==> src/design/rclp_pkg.sv <==
package rclp_pkg;

  localparam int LINE_MAX_DEF = 32;

  localparam logic [7:0] CHAR_NUL  = 8'd0;
  localparam logic [7:0] CHAR_LF   = 8'd10;
  localparam logic [7:0] CHAR_CR   = 8'd13;
  localparam logic [7:0] CHAR_SP   = 8'd32;
  localparam logic [7:0] CHAR_ZERO = 8'd48;
  localparam logic [7:0] CHAR_NINE = 8'd57;
  localparam logic [7:0] SPD_LO    = 8'd49;
  localparam logic [7:0] SPD_HI    = 8'd52;
  localparam logic [7:0] CHAR_TWO  = 8'd50;

  localparam logic [9:0] AZ_MAX = 10'd360;
  localparam logic [9:0] EL_MAX = 10'd180;

  // Token length codes: saturated values mean "too long".
  localparam logic [2:0] FIRST_LONG  = 3'd5;
  localparam logic [2:0] SECOND_LONG = 3'd4;
  localparam logic [1:0] TOK_IDX_SAT = 2'd3;

  typedef enum logic [4:0] {
    CMD_NONE = 5'd0,
    CMD_O    = 5'd1,
    CMD_O2   = 5'd2,
    CMD_F    = 5'd3,
    CMD_F2   = 5'd4,
    CMD_R    = 5'd5,
    CMD_U    = 5'd6,
    CMD_L    = 5'd7,
    CMD_D    = 5'd8,
    CMD_A    = 5'd9,
    CMD_E    = 5'd10,
    CMD_S    = 5'd11,
    CMD_C    = 5'd12,
    CMD_B    = 5'd13,
    CMD_C2   = 5'd14,
    CMD_X    = 5'd15,
    CMD_M    = 5'd16,
    CMD_W    = 5'd17
  } cmd_t;

  typedef enum logic [3:0] {
    ERR_OK        = 4'd0,
    ERR_INVALID   = 4'd1,
    ERR_SPEED     = 4'd2,
    ERR_M_HUND    = 4'd3,
    ERR_M_TENS    = 4'd4,
    ERR_M_UNITS   = 4'd5,
    ERR_M_RANGE   = 4'd6,
    ERR_W_HUND    = 4'd7,
    ERR_W_TENS    = 4'd8,
    ERR_W_UNITS   = 4'd9,
    ERR_EL_LEN    = 4'd10,
    ERR_EL_HUND   = 4'd11,
    ERR_EL_TENS   = 4'd12,
    ERR_EL_UNITS  = 4'd13,
    ERR_AZ_RANGE  = 4'd14,
    ERR_EL_RANGE  = 4'd15
  } err_t;

  // Tokens collected for one line.
  typedef struct packed {
    logic [3:0][7:0] first_tok;
    logic [2:0]      first_len;
    logic [2:0][7:0] second_tok;
    logic [2:0]      second_len;
    logic [1:0]      tok_idx;
  } line_t;

  function automatic logic is_digit(input logic [7:0] c);
    return (c >= CHAR_ZERO) && (c <= CHAR_NINE);
  endfunction

  // Three ASCII digits to a value; low nibble of a digit is its value.
  function automatic logic [9:0] three_digits(input logic [7:0] h, input logic [7:0] t,
                                              input logic [7:0] u);
    return 10'(10'(h[3:0]) * 10'd100) + 10'(10'(t[3:0]) * 10'd10) + 10'(u[3:0]);
  endfunction

endpackage

==> src/design/rclp_tokenizer.sv <==
module rclp_tokenizer #(
  parameter int LINE_MAX = rclp_pkg::LINE_MAX_DEF
) (
  input  logic           clk,
  input  logic           rst,
  input  logic           in_valid,
  output logic           in_stall,
  input  logic [7:0]     rx_byte,
  output logic           rec_valid,
  output rclp_pkg::line_t rec,
  input  logic           rec_take
);
  import rclp_pkg::*;

  localparam int CNT_W = $clog2(LINE_MAX);

  line_t            line;
  line_t            line_next;
  logic             in_tok;
  logic             in_tok_next;
  logic             cut;
  logic             cut_next;
  logic [CNT_W-1:0] count;
  logic             accept;
  logic             end_char;
  logic             line_end;

  assign in_stall = rec_valid && !rec_take;
  assign accept   = in_valid && !in_stall;
  assign end_char = (rx_byte == CHAR_LF) || (rx_byte == CHAR_CR);
  assign line_end = end_char || (count == CNT_W'(LINE_MAX - 2));

  always_comb begin
    line_next   = line;
    in_tok_next = in_tok;
    cut_next    = cut;
    if (!cut) begin
      if (rx_byte == CHAR_NUL) begin
        cut_next = 1'b1;
      end else if (rx_byte == CHAR_SP) begin
        in_tok_next = 1'b0;
      end else begin
        if (!in_tok) begin
          in_tok_next = 1'b1;
          if (line.tok_idx != TOK_IDX_SAT) begin
            line_next.tok_idx = line.tok_idx + 2'd1;
          end
        end
        if (line_next.tok_idx == 2'd1) begin
          if (line.first_len < 3'd4) begin
            line_next.first_tok[line.first_len[1:0]] = rx_byte;
            line_next.first_len = line.first_len + 3'd1;
          end else begin
            line_next.first_len = FIRST_LONG;
          end
        end else if (line_next.tok_idx == 2'd2) begin
          if (line.second_len < 3'd3) begin
            line_next.second_tok[line.second_len[1:0]] = rx_byte;
            line_next.second_len = line.second_len + 3'd1;
          end else begin
            line_next.second_len = SECOND_LONG;
          end
        end
      end
    end
  end

  always_ff @(posedge clk) begin
    if (rst) begin
      line      <= '0;
      in_tok    <= 1'b0;
      cut       <= 1'b0;
      count     <= '0;
      rec_valid <= 1'b0;
    end else begin
      if (rec_take) begin
        rec_valid <= 1'b0;
      end
      if (accept) begin
        if (line_end) begin
          rec       <= end_char ? line : line_next;
          rec_valid <= 1'b1;
          line      <= '0;
          in_tok    <= 1'b0;
          cut       <= 1'b0;
          count     <= '0;
        end else begin
          line   <= line_next;
          in_tok <= in_tok_next;
          cut    <= cut_next;
          count  <= count + CNT_W'(1);
        end
      end
    end
  end

endmodule

==> src/design/rclp_decoder.sv <==
module rclp_decoder (
  input  logic            clk,
  input  logic            rst,
  input  logic            rec_valid,
  input  rclp_pkg::line_t rec,
  output logic            rec_take,
  output logic            out_valid,
  input  logic            out_stall,
  output logic [4:0]      command,
  output logic [3:0]      error_code,
  output logic [8:0]      azimuth_target,
  output logic [7:0]      elevation_target,
  output logic [2:0]      speed
);
  import rclp_pkg::*;

  cmd_t       cmd;
  err_t       err;
  logic [2:0] spd;
  logic [9:0] az_val;
  logic [9:0] el_val;
  logic [7:0] c0, c1, c2, c3;
  logic [8:0] az_target;
  logic [7:0] el_target;
  logic [8:0] az_target_next;
  logic [7:0] el_target_next;

  assign rec_take = rec_valid && (!out_valid || !out_stall);

  assign c0 = rec.first_tok[0];
  assign c1 = rec.first_tok[1];
  assign c2 = rec.first_tok[2];
  assign c3 = rec.first_tok[3];
  assign az_val = three_digits(c1, c2, c3);
  assign el_val = three_digits(rec.second_tok[0], rec.second_tok[1], rec.second_tok[2]);

  always_comb begin
    cmd            = CMD_NONE;
    err            = ERR_OK;
    spd            = 3'd0;
    az_target_next = az_target;
    el_target_next = el_target;
    if (rec.tok_idx == 2'd0 || rec.first_len inside {3'd0, 3'd3} || rec.first_len > 3'd4) begin
      err = ERR_INVALID;
    end else if (rec.first_len == 3'd1) begin
      case (c0)
        "O":     cmd = CMD_O;
        "F":     cmd = CMD_F;
        "R":     cmd = CMD_R;
        "U":     cmd = CMD_U;
        "L":     cmd = CMD_L;
        "D":     cmd = CMD_D;
        "A":     cmd = CMD_A;
        "E":     cmd = CMD_E;
        "S":     cmd = CMD_S;
        "C":     cmd = CMD_C;
        "B":     cmd = CMD_B;
        default: err = ERR_INVALID;
      endcase
    end else if (rec.first_len == 3'd2) begin
      if (c1 == CHAR_TWO && c0 == "O") begin
        cmd = CMD_O2;
      end else if (c1 == CHAR_TWO && c0 == "F") begin
        cmd = CMD_F2;
      end else if (c1 == CHAR_TWO && c0 == "C") begin
        cmd = CMD_C2;
      end else if (c0 == "X") begin
        if (c1 inside {[SPD_LO:SPD_HI]}) begin
          spd = c1[2:0];
          cmd = CMD_X;
        end else begin
          err = ERR_SPEED;
        end
      end else begin
        err = ERR_INVALID;
      end
    end else if (c0 == "M") begin
      if (!is_digit(c1)) begin
        err = ERR_M_HUND;
      end else if (!is_digit(c2)) begin
        err = ERR_M_TENS;
      end else if (!is_digit(c3)) begin
        err = ERR_M_UNITS;
      end else if (az_val > AZ_MAX) begin
        err = ERR_M_RANGE;
      end else begin
        az_target_next = az_val[8:0];
        cmd            = CMD_M;
      end
    end else if (c0 == "W") begin
      if (!is_digit(c1)) begin
        err = ERR_W_HUND;
      end else if (!is_digit(c2)) begin
        err = ERR_W_TENS;
      end else if (!is_digit(c3)) begin
        err = ERR_W_UNITS;
      end else if (rec.tok_idx < 2'd2 || rec.second_len != 3'd3) begin
        err = ERR_EL_LEN;
      end else if (!is_digit(rec.second_tok[0])) begin
        err = ERR_EL_HUND;
      end else if (!is_digit(rec.second_tok[1])) begin
        err = ERR_EL_TENS;
      end else if (!is_digit(rec.second_tok[2])) begin
        err = ERR_EL_UNITS;
      end else if (az_val > AZ_MAX) begin
        err = ERR_AZ_RANGE;
      end else if (el_val > EL_MAX) begin
        err = ERR_EL_RANGE;
      end else begin
        az_target_next = az_val[8:0];
        el_target_next = el_val[7:0];
        cmd            = CMD_W;
      end
    end else begin
      err = ERR_INVALID;
    end
  end

  always_ff @(posedge clk) begin
    if (rst) begin
      out_valid <= 1'b0;
      az_target <= '0;
      el_target <= '0;
    end else if (rec_take) begin
      out_valid        <= 1'b1;
      az_target        <= az_target_next;
      el_target        <= el_target_next;
      command          <= cmd;
      error_code       <= err;
      speed            <= spd;
      azimuth_target   <= az_target_next;
      elevation_target <= el_target_next;
    end else if (!out_stall) begin
      out_valid <= 1'b0;
    end
  end

endmodule

==> src/design/rotator_command_line_parser_core.sv <==
// A line-ending byte is caught in the record register, then decoded into the result register.
// Throughput: one byte per cycle while in_stall is low; the line buffer stage and the result register
// pass beats every cycle while the output is not stalled.
// Reset (rst, synchronous, active high): clears the line in progress, both stored
// targets and both valid flags; no clearing pass is needed.
module rotator_command_line_parser_core #(
  parameter int LINE_MAX = rclp_pkg::LINE_MAX_DEF
) (
  input  logic       clk,
  input  logic       rst,
  input  logic       in_valid,
  output logic       in_stall,
  input  logic [7:0] rx_byte,
  output logic       out_valid,
  input  logic       out_stall,
  output logic [4:0] command,
  output logic [3:0] error_code,
  output logic [8:0] azimuth_target,
  output logic [7:0] elevation_target,
  output logic [2:0] speed
);
  import rclp_pkg::*;

  // Finished line, handed from the tokenizer to the decoder. The tokenizer
  // stalls its input while this record waits untaken.
  line_t rec;
  logic  rec_valid;
  logic  rec_take;

  // Stage 1: split bytes into tokens; hold the tokens of a finished line
  // (CR, LF, or a full line) in a one-entry record register. Stall input
  // only when that record is full and the decoder cannot take it.
  rclp_tokenizer #(
    .LINE_MAX (LINE_MAX)
  ) u_tokenizer (
    .clk       (clk),
    .rst       (rst),
    .in_valid  (in_valid),
    .in_stall  (in_stall),
    .rx_byte   (rx_byte),
    .rec_valid (rec_valid),
    .rec       (rec),
    .rec_take  (rec_take)
  );

  // Stage 2: decode the record, update the stored targets on a valid M or W
  // line, and load the result register. Advance whenever the result register
  // is empty or its beat is taken this cycle.
  rclp_decoder u_decoder (
    .clk              (clk),
    .rst              (rst),
    .rec_valid        (rec_valid),
    .rec              (rec),
    .rec_take         (rec_take),
    .out_valid        (out_valid),
    .out_stall        (out_stall),
    .command          (command),
    .error_code       (error_code),
    .azimuth_target   (azimuth_target),
    .elevation_target (elevation_target),
    .speed            (speed)
  );

endmodule

==> config.mk <==
export PLATFORM = sky130hd
export DESIGN_NAME = rotator_command_line_parser_core
export DESIGN_NICKNAME = d
export VERILOG_FILES = /design/src/design/rclp_pkg.sv /design/src/design/rclp_tokenizer.sv /design/src/design/rclp_decoder.sv /design/src/design/rotator_command_line_parser_core.sv
export SDC_FILE = /design/constraint.sdc
export NUM_CORES = 1
export LEC_CHECK = 0
export ABC_CLOCK_PERIOD_IN_PS = 4500
export BUFFER_PORTS_ARGS = -buffer_cell sky130_fd_sc_hd__buf_2
export CAP_MARGIN = 20
export CORE_AREA = 10 10 146 148
export DETAILED_ROUTE_END_ITERATION = 10
export DIE_AREA = 0 0 156 158
export GPL_TIMING_DRIVEN = 0
export PLACE_DENSITY = 0.73
export SLEW_MARGIN = 20
export SYNTH_ARGS = -nofsm -noshare
export SYNTH_HDL_FRONTEND = slang
export SYNTH_SLANG_ARGS = --single-unit
==> constraint.sdc <==
create_clock -name clk -period 4.5 [get_ports clk]
set_input_delay 0.225 -clock clk [delete_from_list [all_inputs] [get_ports clk]]
set_output_delay 0.225 -clock clk [all_outputs]
set_load 0.02 [all_outputs]
# Word-level counts from Yosys, hierarchy flattened
# Index checks and enable logic that the tools add are counted.
# word_totals
regBits,183
wordCells,249
out_inout_bits,31
in_bits,12
# classes
n_addsub,8
mux,114
n_mul,4
eq_ne,29
n_bitwise,4
magnitude_cmp,24
n_reduce_logical,34
# ops
cell,n
2-to-1 mux 64 bit,5
2-to-1 mux 9 bit,18
2-to-1 mux 8 bit,16
"== test 8 x 7 -> 1 bit, second input constant",14
2-to-1 mux 5 bit,22
2-to-1 mux 4 bit,20
">= comparator 8 x 6 -> 1 bit, second input constant",7
"<= comparator 8 x 6 -> 1 bit, second input constant",7
2-to-1 mux 27 bit,2
case mux 4 bit (11 select lines),1
2-to-1 mux 35 bit,1
bitwise mux 32 bit,1
demux 8 bit (select 2 bit),2
2-to-1 mux 32 bit,1
bitwise mux 24 bit,1
2-to-1 mux 24 bit,1
adder 10 x 4 -> 10 bit,2
adder 10 x 8 -> 10 bit,2
"== test 8 x 4 -> 1 bit, second input constant",2
"== test 8 x 6 -> 1 bit, second input constant",2
"multiplier 4 x 5 -> 8 bit, second input constant",2
logical AND 1 bit,15
"multiplier 4 x 3 -> 7 bit, second input constant",2
2-to-1 mux 2 bit,7
other kinds (32),64

# Longest topological paths before layout
# Gate-level depths: netlist (run 1).
# depth
depth_word,18
depth_mapped,18
ltp_nobuf,16

# By module
# A second synthesis (run 1) with hierarchy kept.
# unflattened
cells_unflattened,946
hier_area_um2,10502.6
# by_module_without_submodules
module,instances,area_per_inst_um2,seq_area_each_um2,cells_each
rclp_tokenizer,1,6047.0,3363.2,487
rclp_decoder,1,4455.5,1231.2,459

# Least setup slack after synthesis (run 1)
# Ideal clock, no wire load.
# synth_timing
path_type,input to register
startpoint,input port rx_byte[0]
endpoint,"register, netlist name u_tokenizer.rec[0]"
n_path_buf,1
setup_ns,0.486
t_required_ns,4.014
path_slack_ns,-0.286
cell_stages,7
t_arrival_ns,4.300
cell_sequence,or3b_2 > o21ai_0 > nand3_1 > nand2_1 > clkbuf_1 > nand2_1 > nor2_1
# synth_via
elab_chain_len,4
word_cells_on_any_way,5
cone_classes,eq/ne (2); reduce/logical (3)
# synth_lines
element,line,text
start: declaration,rotator_command_line_parser_core.sv:13,"input logic [7:0] rx_byte,"
== test 8 x 4 -> 1 bit,rclp_tokenizer.sv:30,assign end_char = (rx_byte == CHAR_LF) || (rx_byte == CHAR_CR);
logical OR 1 bit *,rclp_tokenizer.sv:30,
logical OR 1 bit *,rclp_tokenizer.sv:31,assign line_end = end_char || (count == CNT_W'(LINE_MAX - 2));
AND reduction 3 bit (no line) *,-,
# Every way passes the cells marked *; elsewhere a longest branch is shown, timed or not.
# A chain may end at the register's enable or synchronous reset.

# Worst setup path after layout (run 1)
# layout_timing
startpoint,"register, netlist name u_tokenizer.rec[51]"
endpoint,register u_decoder.elevation_target[1] (data pin)
# layout_via
elab_chain_len,17
word_cells_on_any_way,20
cone_classes,add/sub (2); mul (1); order compare (3); mux (13); reduce/logical (1)
# layout_lines
element,line,text
multiplier 4 x 3 -> 7 bit,rclp_pkg.sv:79,return 10'(10'(h[3:0]) * 10'd100) + 10'(10'(t[3:0]) * 10'd10) + 10'(u[3:0]);
adder 10 x 8 -> 10 bit,rclp_pkg.sv:79,
adder 10 x 4 -> 10 bit,rclp_pkg.sv:79,
> comparator 10 x 9 -> 1 bit,rclp_decoder.sv:105,end else if (az_val > AZ_MAX) begin
2-to-1 mux 8 bit,rclp_decoder.sv:105,
2-to-1 mux 8 bit,rclp_decoder.sv:103,end else if (!is_digit(rec.second_tok[2])) begin
2-to-1 mux 8 bit,rclp_decoder.sv:101,end else if (!is_digit(rec.second_tok[1])) begin
2-to-1 mux 8 bit,rclp_decoder.sv:99,end else if (!is_digit(rec.second_tok[0])) begin
(+2 left out),-,
2-to-1 mux 8 bit *,rclp_decoder.sv:93,end else if (!is_digit(c2)) begin
2-to-1 mux 8 bit *,rclp_decoder.sv:91,if (!is_digit(c1)) begin
2-to-1 mux 8 bit *,rclp_decoder.sv:90,"end else if (c0 == ""W"") begin"
2-to-1 mux 8 bit *,rclp_decoder.sv:77,"end else if (c0 == ""M"") begin"
2-to-1 mux 8 bit *,rclp_decoder.sv:60,end else if (rec.first_len == 3'd2) begin
2-to-1 mux 8 bit *,rclp_decoder.sv:45,end else if (rec.first_len == 3'd1) begin
2-to-1 mux 8 bit *,rclp_decoder.sv:43,"if (rec.tok_idx == 2'd0 || rec.first_len inside {3'd0, 3'd3} || rec.first_len > 3'd4) begin"
via u_decoder.el_target_next[1],rclp_decoder.sv:26,logic [7:0] el_target_next;
end signal: assignment,rclp_decoder.sv:132,elevation_target <= el_target_next;
end: declaration,rclp_decoder.sv:12,"output logic [7:0] elevation_target,"
# Mark *: on every way through the listed nets, which the timed path passes. The rest lies on a longest branch.

==> impl_metrics.ini, run 1 <==
[status]
status = complete, no violations

[routing]
drtAntennaViolNets = 0
drc = 0
routed_wl_um = 21500
drt_iter0_markers = 541
dr.pass1.iters = 5
wl_per_cell_um = 17.2
via_per_inst = 5.75
vias = 7186

[clock_network]
max-clock-path-buffers = 2
h-tree-depth = 4
cts-root-buf = clkbuf_16
clkTransAtPathRegs_ps = 70
cts_inserted_buffers = 17
cts_tree = built
cts_sinks = 183
clock_latency_ps = 440

[synth]
synthCells = 920
synth-seq-cells = 183
synth_edf_count = 93
ys_warn_count = 0
avgSynthCellArea_sq_um = 10.7
yosysSeqAreaShare = 0.468
async_reset_ff_frac = 0
ys.flop_type = edfxtp_1
synth_area_sq_mm = 0.00982
synth.net_count = 1012
synthDistinctLibCells = 69

[power_and_ir_drop]
combinationalPowerShare = 0.064
power_mw = 3.46
clockPowerShare = 0.421
p_seq_frac = 0.514
switching_share = 0.236
powerDensity_mw_per_mm2 = 308
max-vdd-ir-drop_mv = 0.278
power.leakage_nw = 4.47
switching_power_uw = 816
intPower_mw = 2.64

[grt]
grt.total_usage = 0.175
antenna_found_initial = 0
grt_start_max_net_pins = 31
grt_pass1_vias = 6930
grt_pass1_wl_um = 34700
grt_overflow = 0

[die]
row_count = 50
initial_core_util = 0.532
pin_count = 43
core_sq_mm = 0.0185
die_w_um = 156
dieArea_sq_mm = 0.0246
die_y_um = 158

[critical_path]
cpMaxStageDelayCell = or4_4
cp_cell_sequence = ha_1, ha_1, fa_2, ha_1, ha_4, a21o_1, a221oi_2, xnor2_2, o21ai_2, nand3_2, or4_4, buf_6, mux2_4
worstRegToRegCells = 13
start_kind = register
rr_startpoint = u_tokenizer.rec[51]
arrival_ps = 4570
critPathMaxFanout = 9
crit_top_cell = ha_1
r2r_setup_slack_ps = 110
crit-reg2reg-capture = u_decoder.elevation_target[1]
required_ps = 4680
cp-end-kind = register
critPathMaxStageDelay_ps = 560
criticalPathCategory = reg -> reg

[sta]
period_minus_slack_ps = 4390
tightest_slew_ps = 1010
final_max_slew_viol_count = 0
hold_viol = 0
slew_headroom = 0.320
setup_viol_count_final = 0
timing.fmax_mhz = 228
finalCritPeriodShare = 0.976
skew_ps = 13.8
fin_ws_ps = 106

[finish]
layout.nets = 1095
syn2layout_area_growth_pct = 14.3
seq_area_sq_mm = 0.00459
multi_input_area_sq_mm = 0.00504
antenna_cells = 0
final_area_sq_mm = 0.0112
drive_gt1_frac = 0.210
nFillCells = 1474

[place]
routabilityCongestion = 0.916
port_buffers = 40
dp_hpwl_um = 15400
dpl-instance-area_sq_mm = 0.0104
place_ws_ps = -117

[min_path]
hold_start = out_stall
hp-class = in -> reg
holdPathStages = 3
hold_path_end = u_decoder.out_valid

[run]
maxCapViolCount = 0
power groups by stage:
stage	Sequential [mW]	Combinational [mW]	Clock, mW
after floorplan	1.81	0.157	0
after global placement	1.82	0.215	0
after detailed placement	1.82	0.218	0
after CTS	1.78	0.220	1.48
after global routing	1.78	0.247	1.55
final	1.78	0.223	1.46
metal layers:
metal | up-vias | global-route usage | wire [um] | part of all wire
li1 | 3535 | - | - | -
met5 | - | 0 | 0 | 0
met1 | 3416 | 0.227 | 9680 | 0.45
met3 | 29 | 0.0364 | 1280 | 0.060
met4 | 0 | 0.0580 | 388 | 0.018
met2 | 206 | 0.286 | 10200 | 0.47
sequential cells by signal (all words and copies together), names as in the netlist, 3 cells and up:
register and flops:
u_tokenizer.line 64, u_tokenizer.rec 64, u_decoder.az_target 9, u_decoder.azimuth_target 9, u_decoder.el_target 8, u_decoder.elevation_target 8, u_decoder.command 5, u_tokenizer.count 5
u_decoder.error_code 4, u_decoder.speed 3
stage by stage:
step | utilization | setup TNS, ps | hold WS (ps) | cells
3_3_place_gp | 0.559 | -37040 | 441 | 1194
6_report | 0.608 | 0 | 48.4 | 1250
3_5_place_dp | 0.562 | -844 | 447 | 1196
5_1_grt | 0.608 | -184 | 67.7 | 1250
2_1_floorplan | - | 0 | 365 | 920
4_1_cts | 0.595 | 0 | 46.1 | 1231
worst max path at each step:
stage	startpoint	to	cells past startpoint
after floorplan	u_tokenizer.rec[49]	u_decoder.elevation_target[0]	14
after global placement	rx_byte[0]	u_tokenizer.rec[8]	8
after detailed placement	u_tokenizer.rec[49]	u_decoder.elevation_target[1]	14
after CTS	u_tokenizer.rec[16]	u_decoder.el_target[5]	16
after global routing	u_tokenizer.rec[6]	u_decoder.azimuth_target[0]	17
final	u_tokenizer.rec[51]	u_decoder.elevation_target[1]	13
synthesized netlist by cell type, types with 5 or more instances:
library cell  instances  area, sq um
buf_2                 6         30.0
o21ai_0              27          135
mux2i_1              10          100
nor2b_1              12         75.1
nand3_1              10         50.1
a21o_1               10         75.1
nand4_1              15         93.8
edfxtp_1             93         2790
a31oi_1               7         43.8
a211oi_1              5         37.5
clkbuf_1             31          116
nor4_1                8         50.1
mux2_2               67          754
dfxtp_1              90         1800
a22oi_1              59          443
mux2_4                8          120
o31ai_1               5         37.5
nand2b_1              8         50.1
fa_1                 10          200
inv_1                36          135
xor2_1               10         87.6
nor2_1              122          458
a21oi_1              36          180
nand2_1              56          210
nor3_1               16         80.1
xnor2_1              13          114
and2_1               12         75.1
ha_1                 70          876
placed cells by master, fill, tap and decap left out, types with 27 or more instances in the layout:
| cell | synthesis | layout |
|---|---|---|
| inv_1 | 36 | 34 |
| nand2_1 | 56 | 56 |
| ha_1 | 70 | 65 |
| clkbuf_1 | 31 | 30 |
| o21ai_0 | 27 | 27 |
| dfxtp_1 | 90 | 90 |
| mux2_2 | 67 | 67 |
| a21oi_1 | 36 | 35 |
| buf_2 | 6 | 45 |
| nor2_1 | 122 | 120 |
| a22oi_1 | 59 | 59 |
| edfxtp_1 | 93 | 93 |
layout make-up:
class | count | area share
Buffer | 38 | 0.0144
Multi-Input combinational cell | 662 | 0.449
Clock buffer | 18 | 0.0391
Inverter | 37 | 0.0124
Tap cell | 234 | 0.0261
Clock inverter | 14 | 0.0123
Sequential cell | 183 | 0.409
Timing Repair Buffer | 64 | 0.0379
cells by family (layout without fill, tap and decap cells):
| group | count (synthesis) | in the layout | synth area share |
|---|---|---|---|
| compound gates | 187 | 187 | 0.131 |
| buf+inv | 75 | 171 | 0.0302 |
| fa+ha+maj | 80 | 80 | 0.110 |
| mux | 85 | 85 | 0.0993 |
| flops | 183 | 183 | 0.468 |
| simple gates | 287 | 287 | 0.142 |
| xor+xnor | 23 | 23 | 0.0205 |
repair_timing:
item                                    CTS  global route
pin swaps                                 5            14
endpoints found under the setup margin    9            36
resized for setup                         2            17
buffers inserted                          3            19
hold buffers                              0             0
worst max-delay path: cells and delay by family, from the launching register on:
family | cells | cell delay, ps
xor gates and xnor gates | 1 | 150
muxes | 1 | 310
adders and majority gates | 5 | 1600
buffers and inverters | 1 | 170
and+or+nand+nor | 2 | 710
AOI/OAI and AO/OA | 3 | 770
DFF | 1 | 430
Note: power is estimated with default switching activity, not from simulation.
==> run 2, diff against run 1 <==
Settings changed: CORE_AREA 10 10 146 148 to 10 10 164 166, DIE_AREA 0 0 156 158 to 0 0 174 176, PLACE_DENSITY 0.73 to 0.63.
==> impl_metrics.ini, run 2 (synthesis gave the netlist of run 1 again) <==
[status]
status = complete, no violations

[routing]
dr.pass1.iters = 5
drt_iter0_markers = 561
routed_wl_um = 22000
drc = 0
via_per_inst = 5.34
wl_per_cell_um = 16.6
drtAntennaViolNets = 0
vias = 7086

[power_and_ir_drop]
combinationalPowerShare = 0.064
max-vdd-ir-drop_mv = 0.223
clockPowerShare = 0.433
intPower_mw = 2.72
switching_share = 0.232
switching_power_uw = 821
powerDensity_mw_per_mm2 = 314
power.leakage_nw = 4.40
p_seq_frac = 0.503

[finish]
layout.nets = 1081
postLayoutCoreUtil = 0.473
reg_top3 = u_tokenizer.line x64, u_tokenizer.rec x64
final_cell_mix = 120 x nor2_1, 93 x edfxtp_1, 90 x dfxtp_1, 67 x mux2_2, 66 x ha_1
antenna_cells = 0
syn2layout_area_growth_pct = 14.9
final_common_cell = nor2_1
final_cells = 1326
drive_gt1_frac = 0.202

[clock_network]
clock_latency_ps = 430
cts_tree = built
cts_sinks = 183
max-clock-path-buffers = 2
h-tree-depth = 4
clkTransAtPathRegs_ps = 70
cts-root-buf = clkbuf_16
cts_inserted_buffers = 17
cts_hold_buf = 0

[grt]
grt_start_max_net_pins = 30
grt_pass1_wl_um = 35900
grt.total_usage = 0.143
grt_pass1_vias = 6970
antenna_found_initial = 0
grt_overflow = 0

[die]
initial_core_util = 0.412
die_w_um = 174
pin_count = 43
row_count = 57
dieArea_sq_mm = 0.0306
core_sq_mm = 0.0238
die_y_um = 176

[sta]
period_minus_slack_ps = 4380
tightest_slew_ps = 1080
finalCritPeriodShare = 0.973
setup_viol_count_final = 0
hold_viol = 0
slew_headroom = 0.272
final_max_slew_viol_count = 0
hold_slack_ps = 59.2
rsz0062_at_grt = yes
finalSetupTns_ps = 0
fin_ws_ps = 123
skew_ps = 12.0
timing.fmax_mhz = 228

[min_path]
hp-class = in -> reg

[place]
port_buffers = 40
routabilityCongestion = 0.880
place_ws_ps = -130
dp_hpwl_um = 15900
dp.cells = 1286

[critical_path]
start_kind = register
cp-end-kind = register
critPathMaxFanout = 9
required_ps = 4680
criticalPathCategory = reg -> reg
r2r_setup_slack_ps = 120
arrival_ps = 4560

[run]
maxCapViolCount = 0
==> run 2: cell types whose count changed in the layout (fill, tap and decap cells not counted), sizes merged <==
cell      previous run  this run
bufinv               1         2
buf                 70        57
clkinvlp             0         3
clkinv               6         3
inv                 44        43
clkbuf              50        49
==> run 2: cell type report <==
cell class | instances | area [sq um]
buffer | 38 | 160
clock buffer | 18 | 450
clock inverter | 14 | 159
fill | 2233 | 12500
inverter | 37 | 139
multi-input combinational | 662 | 5050
sequential | 183 | 4590
tap | 324 | 405
timing repair buffer | 50 | 320
==> run 2: what timing repair did <==
item | CTS | global route
buffers inserted | 4 | 4
setup endpoints to repair | 16 | 36
gates resized for setup | 4 | 18
gates cloned | 0 | 0
pin swaps | 2 | 11
==> run 2: worst paths after layout <==
| check | start | end | cells past startpoint |
|---|---|---|---|
| setup / recovery | u_tokenizer.rec[51] | u_decoder.elevation_target[1] | 14 |
| hold / removal | out_stall | u_decoder.out_valid | 3 |
| setup reg to reg | u_tokenizer.rec[51] | u_decoder.elevation_target[1] | 14 |
| hold reg to reg | u_decoder.az_target[8] | u_decoder.az_target[8] | 2 |
==> run 2: critical path, cell delays in order, from the launching register on <==
cell	delay (ps)
edfxtp_1	470
ha_4	250
ha_1	220
fa_1	380
xor2_1	160
ha_1	320
ha_4	310
and3_4	190
a22oi_1	80
o31ai_2	360
xnor2_2	190
nand3_2	180
or4_4	570
buf_6	170
mux2_4	290
==> run 2: power by group through the flow <==
| stage | Sequential, mW | Combinational [mW] | Clock [mW] |
|---|---|---|---|
| finish | 1.78 | 0.226 | 1.53 |
| global route | 1.78 | 0.252 | 1.62 |
| CTS | 1.78 | 0.224 | 1.56 |
| detailed placement | 1.82 | 0.222 | 0 |
| global placement | 1.82 | 0.219 | 0 |
| floorplan | 1.81 | 0.157 | 0 |
==> run 2: layer usage <==
layer | part of all wire | wire (um) | GRT usage | vias to the layer above
met5 | 0 | 0 | 0 | -
met4 | 0.0095 | 210 | 0.0392 | 0
met3 | 0.045 | 995 | 0.0318 | 21
met2 | 0.47 | 10300 | 0.232 | 145
met1 | 0.48 | 10500 | 0.190 | 3411
li1 | - | - | - | 3509
==> run 2: per-stage QoR <==
step           total power, mW  instance area, sq um
2_1_floorplan             1.97                  9820
3_3_place_gp              2.03                 10400
3_5_place_dp              2.04                 10500
4_1_cts                   3.56                 11100
5_1_grt                   3.65                 11300
6_report                  3.54                 11300
